**config.mk**
```make
export PLATFORM = sky130hd
export DESIGN_NAME = kli_div
export DESIGN_NICKNAME = d
export VERILOG_FILES = /design/src/sv/keyframe_linear_interpolator_assert.svh /design/src/sv/kli_pkg.sv /design/src/sv/kli_div.sv
export SDC_FILE = /design/constraint.sdc
export NUM_CORES = 1
export LEC_CHECK = 0
export ABC_AREA = 1
export BUFFER_PORTS_ARGS = -buffer_cell sky130_fd_sc_hd__buf_2
export CAP_MARGIN = 5
export CELL_PAD_IN_SITES_DETAIL_PLACEMENT = 0
export CELL_PAD_IN_SITES_GLOBAL_PLACEMENT = 1
export CORE_ASPECT_RATIO = 1.1
export CORE_UTILIZATION = 44
export CTS_CLUSTER_DIAMETER = 120
export DETAILED_ROUTE_END_ITERATION = 8
export MAX_ROUTING_LAYER = met4
export PLACE_DENSITY = 0.9
export SETUP_SLACK_MARGIN = 0.1
export SYNTH_ARGS = -nofsm -noshare
export SYNTH_HDL_FRONTEND = slang
export SYNTH_SLANG_ARGS = --single-unit
```
**constraint.sdc**
```tcl
create_clock -name clk_i -period 5.1 [get_ports clk_i]
set_input_delay 1.02 -clock clk_i [delete_from_list [all_inputs] [get_ports clk_i]]
set_output_delay 1.02 -clock clk_i [all_outputs]
set_load 0.005 [all_outputs]
```
**src/sv/keyframe_linear_interpolator_assert.svh**
```systemverilog
// assertion macros for the keyframe interpolator
`ifndef KEYFRAME_LINEAR_INTERPOLATOR_ASSERT_SVH
`define KEYFRAME_LINEAR_INTERPOLATOR_ASSERT_SVH

// same-cycle implication, disabled during reset
`define KLI_ASSERT_NOW(lbl, clk, rst_n, ante, cons, msg) \
  lbl: assert property (@(posedge clk) disable iff (!(rst_n)) (ante) |-> (cons)) \
    else $error(msg);

// next-cycle implication, disabled during reset
`define KLI_ASSERT_NEXT(lbl, clk, rst_n, ante, cons, msg) \
  lbl: assert property (@(posedge clk) disable iff (!(rst_n)) (ante) |=> (cons)) \
    else $error(msg);

`endif

```
**src/sv/kli_pkg.sv**
```systemverilog
package kli_pkg;

  // word and row geometry
  localparam int unsigned DATA_W         = 32;
  localparam int unsigned NUM_COLS       = 6;
  localparam int unsigned STRIDE_W       = 6;
  localparam int unsigned MAX_STRIDE_DEF = 32;
  localparam logic [STRIDE_W-1:0] STRIDE_RESET = 6'd4;

  typedef logic [NUM_COLS-1:0][DATA_W-1:0] row_t;

  // control sequencer states
  typedef enum logic [2:0] {
    ST_IDLE,
    ST_DIV,
    ST_INTERP,
    ST_FLUSH_KEY,
    ST_FLUSH_RD,
    ST_FLUSH_WR,
    ST_EMIT_ROW
  } kli_state_e;

endpackage

```
**src/sv/kli_div.sv**
```systemverilog
module kli_div #(
  parameter int unsigned LW = $clog2(kli_pkg::MAX_STRIDE_DEF + 1)
) (
  input  logic                        clk_i,
  input  logic                        rst_ni,
  input  logic                        start_i,
  input  logic [kli_pkg::DATA_W:0]    dividend_i,
  input  logic [LW-1:0]               divisor_i,
  output logic                        busy_o,
  output logic [kli_pkg::DATA_W-1:0]  quot_o
);
  import kli_pkg::*;

  localparam int unsigned ITER = DATA_W + 1;
  localparam int unsigned CW   = $clog2(ITER + 1);

  logic              busy_q;
  logic [CW-1:0]     cnt_q;
  logic              neg_q;
  logic [LW-1:0]     div_q;
  logic [LW-1:0]     rem_q;
  logic [DATA_W:0]   quo_q;
  logic [LW:0]       trial;
  logic              fits;
  logic [LW-1:0]     rem_nx;
  logic [DATA_W:0]   mag;
  logic [DATA_W:0]   quo_s;

  // one restoring step per cycle, quotient bits shift in as dividend shifts out
  always_comb begin
    trial  = {rem_q, quo_q[DATA_W]};
    fits   = trial >= {1'b0, div_q};
    rem_nx = fits ? LW'(trial - {1'b0, div_q}) : trial[LW-1:0];
    mag    = dividend_i[DATA_W] ? (~dividend_i + 1'b1) : dividend_i;
    quo_s  = neg_q ? (~quo_q + 1'b1) : quo_q;
  end

  // iteration control
  always_ff @(posedge clk_i or negedge rst_ni) begin
    if (!rst_ni) begin
      busy_q <= 1'b0;
      cnt_q  <= '0;
    end else if (start_i) begin
      busy_q <= 1'b1;
      cnt_q  <= CW'(ITER);
    end else if (busy_q) begin
      cnt_q <= cnt_q - CW'(1);
      if (cnt_q == CW'(1)) begin
        busy_q <= 1'b0;
      end
    end
  end

  // datapath
  always_ff @(posedge clk_i) begin
    if (start_i) begin
      neg_q <= dividend_i[DATA_W];
      div_q <= divisor_i;
      rem_q <= '0;
      quo_q <= mag;
    end else if (busy_q) begin
      rem_q <= rem_nx;
      quo_q <= {quo_q[DATA_W-1:0], fits};
    end
  end

  // truncated toward zero, sign restored
  assign busy_o = busy_q;
  assign quot_o = quo_s[DATA_W-1:0];

endmodule

```
==> results of run 1 <==
[final timing paths]
path                                       start                     to  slack [ns]
setup / recovery                 neg_q$_DFFE_PP_              quot_o[7]        1.88
hold / removal             rem_q[5]$_SDFFE_PP0P_  rem_q[5]$_SDFFE_PP0P_        0.49
setup reg to reg                busy_o$_DFF_PN0_    quo_q[21]$_DFFE_PP_        3.12
hold reg to reg            rem_q[5]$_SDFFE_PP0P_  rem_q[5]$_SDFFE_PP0P_        0.49
max in group asynchronous                 rst_ni   cnt_q[1]$_DFFE_PN0P_        4.43
min in group asynchronous                 rst_ni   cnt_q[5]$_DFFE_PN0P_        0.52
[power breakdown]
group	internal (µW)	leakage [µW]	total, µW	switching (µW)
Combinational	226	0.00179	575	349
Clock	97.3	0.0000465	238	140
Sequential	557	0.000560	649	91.6
[cell usage after synthesis, drive strengths merged (7+ instances only)]
| library cell | instances |
|---|---|
| nand2 | 189 |
| nand3 | 57 |
| edfxtp | 40 |
| xor2 | 34 |
| nand4 | 12 |
| o211ai | 10 |
| o21ai | 54 |
| clkbuf | 12 |
| inv | 87 |
| nor2 | 77 |
| dfrtp | 7 |
| a21oi | 10 |
| nor3 | 14 |
| ha | 11 |
[layout make-up]
class | instances | area share (%)
well taps | 120 | 2.99
multi-input cells | 488 | 51.5
repair buffers | 74 | 7.39
inverters | 87 | 6.51
clock inverters | 3 | 0.374
clock buffers | 5 | 1.37
flip-flops and latches | 53 | 29.8
[state kept, by name, indices dropped and copies added, names as in the netlist]
signal and cells:
busy_o 1, quo_q 33, cnt_q 6, rem_q 6
neg_q 1, div_q 6
[metal layers]
| metal | part of all wire [%] | vias to the layer above | wire [µm] |
|---|---|---|---|
| li1 | - | 2224 | - |
| met1 | 49 | 1902 | 5480 |
| met2 | 44 | 162 | 4910 |
| met3 | 5.5 | 17 | 619 |
| met4 | 2.1 | 0 | 234 |
| met5 | 0 | - | 0 |
[through the flow]
stage,cell area (µm²),hold slack [ns]
after floorplan,4500,0.446
after global placement,4930,0.468
after detailed placement,4930,0.475
after CTS,5010,0.491
after global routing,5010,0.510
final,5010,0.488
[critical path: stages (launching register included)]
cell      delay (ns)
edfxtp_1        1.09
inv_1           0.28
a31oi_1         0.25
xor2_1          0.15
buf_2           0.13
[logic make-up after synthesis]
logic type | after synthesis | share of synthesized area [%]
AOI/OAI and AO/OA | 81 | 10.4
xor gates and xnor gates | 40 | 7.79
adders and majority gates | 12 | 3.50
buffers and inverters | 105 | 9.32
DFF | 53 | 33.3
and+or+nand+nor | 355 | 35.7
==> flow_summary.yaml, run 1 <==
global_route:
  grt_util_met1_pct: 30.9
  track_usage_pct: 22.3
  grt_pass1_wl_um: 18300
  met3_usage_pct: 1.94
  grt_overflow: 0
  grt_max_degree: 42
  grt_pass1_vias: 3940
  met2_usage_pct: 34.7
  grt.busiest_layer: "met2"
  antenna_found_initial: 0
final_layout:
  final_cell_mix: "nand2_1, inv_1, buf_2"
  final_util_pct: 50.7
  drive_above_1_share_pct: 16.9
  fin_cells: 830
  register_area_um2: 1500
  nNetsFinal: 763
  fillers: 1024
  layout_commonest_cell: "nand2_1"
  insertedDiodeCount: 0
  area_growth_pct: 11.5
  multiInputGateArea_um2: 2580
clocking:
  htreeDepth: 2
  cts_buffers: 5
  ctsLongestPathBuffers: 2
  post_cts_buffers: 0
  cts_resized: 0
  path_clk_slew_ns: 0.10
  cts_tree: "done"
  root_buffer: "clkbuf_8"
  cts.sinks: 53
  clock_latency_ns: 0.31
  postCtsHoldBufs: 0
synthesis:
  synth_edf_count: 40
  syn_nets: 700
  synth_cell_type_count: 39
  synth_top_area_share_pct: 26.7
  ys_seq_area_share_pct: 33.3
  ys_warn_count: 0
  syn_inst: 646
  synth_ff_type: "edfxtp_1"
  netlist_area_um2: 4500
  ys_top_cells_by_area: "edfxtp_1, nand2_1, inv_1"
  synth_area_leader_cell: "edfxtp_1"
  syn_area_per_cell_um2: 6.96
  ys_ff_latch: 53
  async_reset_ff_share_pct: 13.2
placed_design:
  dp_slack_ns: 1.83
  gp_congestion: 0.924
  placed_cells: 822
  port-buffer-count: 74
  post-dp-hpwl_um: 9090
hold_path:
  hold_class: "register to register"
  hold_path_depth: 2
floorplan:
  die_x_um: 98.4
  dieArea_um2: 10600
  core_um2: 9890
  die_h_um: 108
  num_rows: 38
  io_pins: 75
  initial_utilization_pct: 45.5
critical_path:
  start_kind: "register"
  arrival_ns: 2.20
  reg2regPathDepth: 2
  path_max_fanout: 35
  criticalPathCategory: "register to output pin"
  critPathCaptureType: "output pin"
  crit_required_ns: 4.08
power:
  total_power_uw: 1460
  power.density_nw_per_um2: 292
  p_leak_uw: 0.00239
  irDropWorstVdd_mv: 0.139
sta:
  finalClockSkew_ns: 0.0120
  finalCritPeriodShare_pct: 63.2
  finalSetupTns_ns: 0
  tightest_slew_ns: 1.24
  max_freq_mhz: 310
  drv_slew: 0
  setup_slack_ns: 1.88
  setup_viol: 0
  rsz0062_at_grt: "false"
  hold_violations: 0
  relSlewSlack_pct: 17.5
  min_period_ns: 3.22
detailed_routing:
  postRouteAntennaNets: 0
  wl_per_cell_um: 13.5
  firstDrtPassIters: 8
  wirelength_um: 11200
  num_vias: 4305
  vias_per_cell: 5.19
  drt_iter0_drc: 217
  drc: 3
run_status:
  status: "finished, violations left"
  violations: "DRC"
job:
  maxCapViolCount: 0
No activity file was read; power rests on OpenSTA's default activity.
==> run 2, diff against run 1 <==
--- a/config.mk
+++ b/config.mk
@@ -11,11 +11,11 @@
 export CELL_PAD_IN_SITES_DETAIL_PLACEMENT = 0
 export CELL_PAD_IN_SITES_GLOBAL_PLACEMENT = 1
 export CORE_ASPECT_RATIO = 1.1
-export CORE_UTILIZATION = 44
+export CORE_UTILIZATION = 41
 export CTS_CLUSTER_DIAMETER = 120
 export DETAILED_ROUTE_END_ITERATION = 8
 export MAX_ROUTING_LAYER = met4
-export PLACE_DENSITY = 0.9
+export PLACE_DENSITY = 0.85
 export SETUP_SLACK_MARGIN = 0.1
 export SYNTH_ARGS = -nofsm -noshare
 export SYNTH_HDL_FRONTEND = slang
==> constraint.sdc (replaced) <==
create_clock -name clk_i -period 3.27 [get_ports clk_i]
set_input_delay 0.654 -clock clk_i [delete_from_list [all_inputs] [get_ports clk_i]]
set_output_delay 0.654 -clock clk_i [all_outputs]
set_load 0.005 [all_outputs]
==> run 2 against run 1 <==
Compared with the run above: the flow now finishes without violations; critical path depth up 7; power increased by 68%; global-route usage is 0.84 points higher; clock-buffer cell count unchanged; sequential power increased by 54%; flip-flop and latch count unchanged; cell area grew 2.7%; cell count increased by 3.5%; sequential share of layout area decreased by 0.78 points; routed wire length grew 6.0%; worst hold slack got worse by 0.31 ns; clock power rose by 120%; critical endpoint is now quot_o[18]; highest routed layer unchanged.
==> flow_summary.yaml, run 2 (synthesized netlist as in run 1, its figures left out) <==
hold_path:
  hold_class: "input port to async pin"
global_route:
  grt_overflow: 0
  track_usage_pct: 23.1
  grt_max_degree: 39
  grt_pass1_vias: 4159
  grt_pass1_wl_um: 20000
  antenna_found_initial: 0
final_layout:
  nNetsFinal: 769
  final_cell_mix: "nand2_1, inv_1, buf_2"
  max_flop_register: "quo_q"
  insertedDiodeCount: 0
  layout_commonest_cell: "nand2_1"
  drive_above_1_share_pct: 17.7
  largest_register_ffs: 33
  fin_cells: 859
  area_growth_pct: 14.4
sta:
  hold_violations: 0
  finalCritPeriodShare_pct: 83.6
  finalClockSkew_ns: 0.0140
  max_freq_mhz: 366
  relSlewSlack_pct: 57.9
  drv_slew: 0
  finalSetupTns_ns: 0
  setup_viol: 0
  setup_slack_ns: 0.536
  min_period_ns: 2.73
  tightest_slew_ns: 0.631
  rsz0062_at_grt: "false"
placed_design:
  port-buffer-count: 74
  post-dp-hpwl_um: 9580
  dp_slack_ns: 0.918
  gp_congestion: 0.873
  placed_cells: 851
critical_path:
  critPathCaptureType: "output pin"
  path_delay_family: "simple AND/OR/NAND/NOR gates"
  reg2reg_from: "div_q[4]$_DFFE_PP_"
  criticalPathCategory: "register to output pin"
  critPathBufInv: 3
  arrival_ns: 2.08
  crit_chain: "inv_1 -> ha_1 -> nand3_2 -> inv_2 -> nand3_2 -> nor2_1 -> nand3_1 -> nand2_2 -> a21oi_1 -> nor2_1 -> buf_2"
  cpPeakStageDelay_ns: 0.38
  slowest_stage: "edfxtp_1"
  crit_required_ns: 2.62
  start_kind: "register"
  path_max_fanout: 5
  cp-startpoint: "quo_q[0]$_DFFE_PP_"
detailed_routing:
  firstDrtPassIters: 5
  drt_iter0_drc: 275
  postRouteAntennaNets: 0
  drc: 0
  wirelength_um: 11900
  wl_per_cell_um: 13.9
  vias_per_cell: 5.03
  num_vias: 4322
clocking:
  root_buffer: "clkbuf_16"
  htreeDepth: 2
  cts_resized: 0
  cts_tree: "done"
  cts.sinks: 53
  cts_buffers: 5
  path_clk_slew_ns: 0.07
  clock_latency_ns: 0.30
  ctsLongestPathBuffers: 2
  post_cts_buffers: 0
  postCtsHoldBufs: 0
floorplan:
  core_um2: 10500
  io_pins: 75
  initial_utilization_pct: 42.7
  num_rows: 39
  dieArea_um2: 11400
  die_x_um: 102
  die_h_um: 112
power:
  power.density_nw_per_um2: 477
  p_leak_uw: 0.00245
  irDropWorstVdd_mv: 0.269
job:
  maxCapViolCount: 0
run_status:
  status: "finished, final reports clean"
## run 2: changes by cell type in the layout (fill, tap and decap cells not counted), sizes merged
| cell | change |
|---|---|
| inv | -2 |
| buf | +6 |
| clkinv | +2 |
## run 2: path summary, 6_finish.rpt
check	to	slack (ns)	cells after the start
worst min register to register	rem_q[3]$_SDFFE_PP0P_	0.48	2
worst max register to register	quo_q[0]$_DFFE_PP_	1.40	7
worst max-delay path	quot_o[18]	0.54	11
min in group clk_i	rem_q[3]$_SDFFE_PP0P_	0.48	2
max in group asynchronous	cnt_q[3]$_DFFE_PN0P_	2.94	1
worst min-delay path	cnt_q[0]$_DFFE_PN0P_	0.17	1
## run 2: report_power, final
| group | internal (µW) | total, µW | switching [µW] | leakage, µW |
|---|---|---|---|---|
| Clock | 285 | 535 | 250 | 0.0000738 |
| Combinational | 360 | 918 | 559 | 0.00181 |
| Sequential | 870 | 1000 | 135 | 0.000560 |
| Total | 1510 | 2460 | 943 | 0.00245 |
## run 2: stage by stage
stage          hold WS, ns  area, µm²  utilization (%)  total power [µW]
6_report             0.173       5150             48.8              2460
4_1_cts              0.173       5150             48.8              2460
3_5_place_dp         0.468       5000             47.4              1930
5_1_grt              0.172       5150             48.8              2640
3_3_place_gp         0.463       5000             47.4              1900
2_1_floorplan        0.358       4500                -              1620
## run 2: layout make-up
| class | count | area [µm²] |
|---|---|---|
| clock inverters | 3 | 22.5 |
| fillers | 1108 | 5390 |
| multi-input cells | 488 | 2580 |
| well taps | 143 | 179 |
| repair buffers | 80 | 415 |
| inverters | 87 | 327 |
| flip-flops and latches | 53 | 1500 |
| clock buffers | 5 | 125 |
## run 2: metal layers
metal | vias to the layer above | share of wire (%) | global-route usage, %
li1 | 2241 | - | -
met1 | 1937 | 48 | 32.0
met2 | 128 | 44 | 35.0
met3 | 16 | 5.1 | 2.64
met4 | 0 | 2.3 | 7.71
met5 | - | 0 | -
==> run 3, diff against run 2 <==
--- a/config.mk
+++ b/config.mk
@@ -11,11 +11,11 @@
 export CELL_PAD_IN_SITES_DETAIL_PLACEMENT = 0
 export CELL_PAD_IN_SITES_GLOBAL_PLACEMENT = 1
 export CORE_ASPECT_RATIO = 1.1
-export CORE_UTILIZATION = 41
+export CORE_UTILIZATION = 37
 export CTS_CLUSTER_DIAMETER = 120
 export DETAILED_ROUTE_END_ITERATION = 8
 export MAX_ROUTING_LAYER = met4
-export PLACE_DENSITY = 0.85
+export PLACE_DENSITY = 0.81
 export SETUP_SLACK_MARGIN = 0.1
 export SYNTH_ARGS = -nofsm -noshare
 export SYNTH_HDL_FRONTEND = slang
==> constraint.sdc (replaced) <==
create_clock -name clk_i -period 2.2 [get_ports clk_i]
set_input_delay 0.44 -clock clk_i [delete_from_list [all_inputs] [get_ports clk_i]]
set_output_delay 0.44 -clock clk_i [all_outputs]
set_load 0.005 [all_outputs]
==> run 3 against run 2 <==
Compared with the run above: the run now ends with setup timing left; routed wire length increased by 6.8%; non-clock buffer count increased by 34; clock-buffer cell count unchanged; critical endpoint is now quot_o[31]; power increased by 60%.
==> flow_summary.yaml, run 3 (synthesized netlist as in run 1, its figures left out) <==
critical_path:
  cp-startpoint: "quo_q[6]$_DFFE_PP_"
  critPathBufInv: 2
  crit_chain: "nor2_4 -> nand3_2 -> nor2_4 -> nand2_4 -> inv_4 -> nand2_4 -> o21ai_4 -> nand2_1 -> nand2_1 -> nand2_1 -> buf_2"
  cpPeakStageDelay_ns: 0.44
  arrival_ns: 1.85
  crit_required_ns: 1.76
  cp_num_cells: 11
  reg2reg_to: "rem_q[1]$_SDFFE_PP0P_"
  endpoint: "quot_o[31]"
  start_kind: "register"
  slowest_stage: "edfxtp_1"
  critPathCaptureType: "output pin"
  reg2reg_from: "div_q[4]$_DFFE_PP_"
  worst_path_most_repeated_cell: "nand2_1"
  path_delay_family: "simple AND/OR/NAND/NOR gates"
  reg2regPathDepth: 7
  path_max_fanout: 4
  criticalPathCategory: "register to output pin"
  worst-r2r-setup-slack_ns: 0.29
global_route:
  antenna_found_initial: 0
  track_usage_pct: 21.2
  grt_pass1_wl_um: 20700
  grt_overflow: 0
  grt_max_degree: 39
  grt_pass1_vias: 4172
placed_design:
  port-buffer-count: 74
  dp_slack_ns: 0.0837
  gp_congestion: 0.950
  post-dp-hpwl_um: 10000
  placed_cells: 869
sta:
  setup_slack_ns: -0.0873
  min_period_ns: 2.29
  rsz0062_at_grt: "true"
  setup_viol: 17
  relSlewSlack_pct: 64.0
  finalCritPeriodShare_pct: 104
  finalClockSkew_ns: 0.0102
  tightest_slew_ns: 0.538
  max_freq_mhz: 437
  drv_slew: 0
  hold_violations: 0
final_layout:
  max_flop_register: "quo_q"
  fillers: 1151
  fin_cells: 900
  insertedDiodeCount: 0
  final_cell_mix: "nand2_1, inv_1, buf_2"
  nNetsFinal: 803
  drive_above_1_share_pct: 24.5
  layout_commonest_cell: "nand2_1"
  largest_register_ffs: 33
  area_growth_pct: 24.2
detailed_routing:
  vias_per_cell: 4.92
  wl_per_cell_um: 14.1
  firstDrtPassIters: 4
  wl_met3_um: 539
  postRouteAntennaNets: 0
  m1WireLength_um: 6380
  routed-wl-met2_um: 5600
  drt_iter0_drc: 390
  wirelength_um: 12700
  num_vias: 4426
  highest_layer: "met4"
  drc: 0
clocking:
  cts_tree: "done"
  cts_buffers: 5
  ctsLongestPathBuffers: 2
  clock_latency_ns: 0.30
  path_clk_slew_ns: 0.07
  cts.sinks: 53
  root_buffer: "clkbuf_16"
  htreeDepth: 2
job:
  maxCapViolCount: 0
power:
  total_power_uw: 3940
  irDropWorstVdd_mv: 0.388
  p_leak_uw: 0.00265
  power.density_nw_per_um2: 705
floorplan:
  die_h_um: 118
  initial_utilization_pct: 38.6
  core_um2: 11600
  io_pins: 75
  dieArea_um2: 12600
  die_x_um: 107
  num_rows: 41
hold_path:
  hold_class: "input port to register"
run_status:
  violations: "setup timing"
  status: "finished, violations left"
run 3: cell count changes in the layout (fill, tap and decap cells not counted), moves of 3 or more:
cell	previous run	this run
nand3_4	0	3
nand2_2	4	9
nand2_1	184	177
inv_4	0	3
buf_4	6	37
nor2_4	6	13
nor2_1	62	55
nand3_1	49	46
run 3: layout make-up:
| class | instances | area (µm²) | share of cell area [%] |
|---|---|---|---|
| sequential | 53 | 1500 | 26.8 |
| multi-input combinational | 488 | 2750 | 49.1 |
| clock inverter | 3 | 20.0 | 0.358 |
| inverter | 87 | 332 | 5.94 |
| tap | 150 | 188 | 3.36 |
| timing repair buffer | 114 | 681 | 12.2 |
| clock buffer | 5 | 125 | 2.24 |
run 3: layer usage:
layer | GRT usage (%) | vias to the layer above
met5 | - | -
met4 | 5.39 | 0
met3 | 1.44 | 16
met2 | 32.2 | 119
met1 | 30.6 | 1985
li1 | - | 2306
run 3: stage by stage:
step,hold WS [ns],area [µm²],TNS (ns),util (%)
6_report,0.317,5590,-0.560,48.0
5_1_grt,0.308,5590,-2.56,48.0
4_1_cts,0.314,5510,-0.359,47.3
3_5_place_dp,0.283,5090,0,43.7
3_3_place_gp,0.277,5090,0,43.7
2_1_floorplan,0.144,4500,0,-
run 3: worst min path at each step:
stage                 start                  to  slack (ns)  cells past startpoint
3_5_place_dp         rst_ni    busy_o$_DFF_PN0_        0.28                      1
5_1_grt        divisor_i[2]  div_q[2]$_DFFE_PP_        0.31                      1
3_3_place_gp         rst_ni    busy_o$_DFF_PN0_        0.28                      1
2_1_floorplan        rst_ni    busy_o$_DFF_PN0_        0.14                      0
4_1_cts        divisor_i[5]  div_q[5]$_DFFE_PP_        0.31                      1
6_report       divisor_i[1]  div_q[1]$_DFFE_PP_        0.32                      1
run 3: power breakdown:
part,internal [µW],switching [µW]
Clock,425,360
Combinational,701,989
Sequential,1290,171
Total,2420,1520
run 3: timing repair:
| action | 4_1_cts | 5_1_grt |
|---|---|---|
| hold buffers | 1 | 0 |
| endpoints found under the hold margin | 7 | 0 |
| gates resized for setup | 32 | 13 |
| endpoints found under the setup margin | 23 | 25 |
| pin swaps | 15 | 12 |
| setup buffers | 18 | 4 |
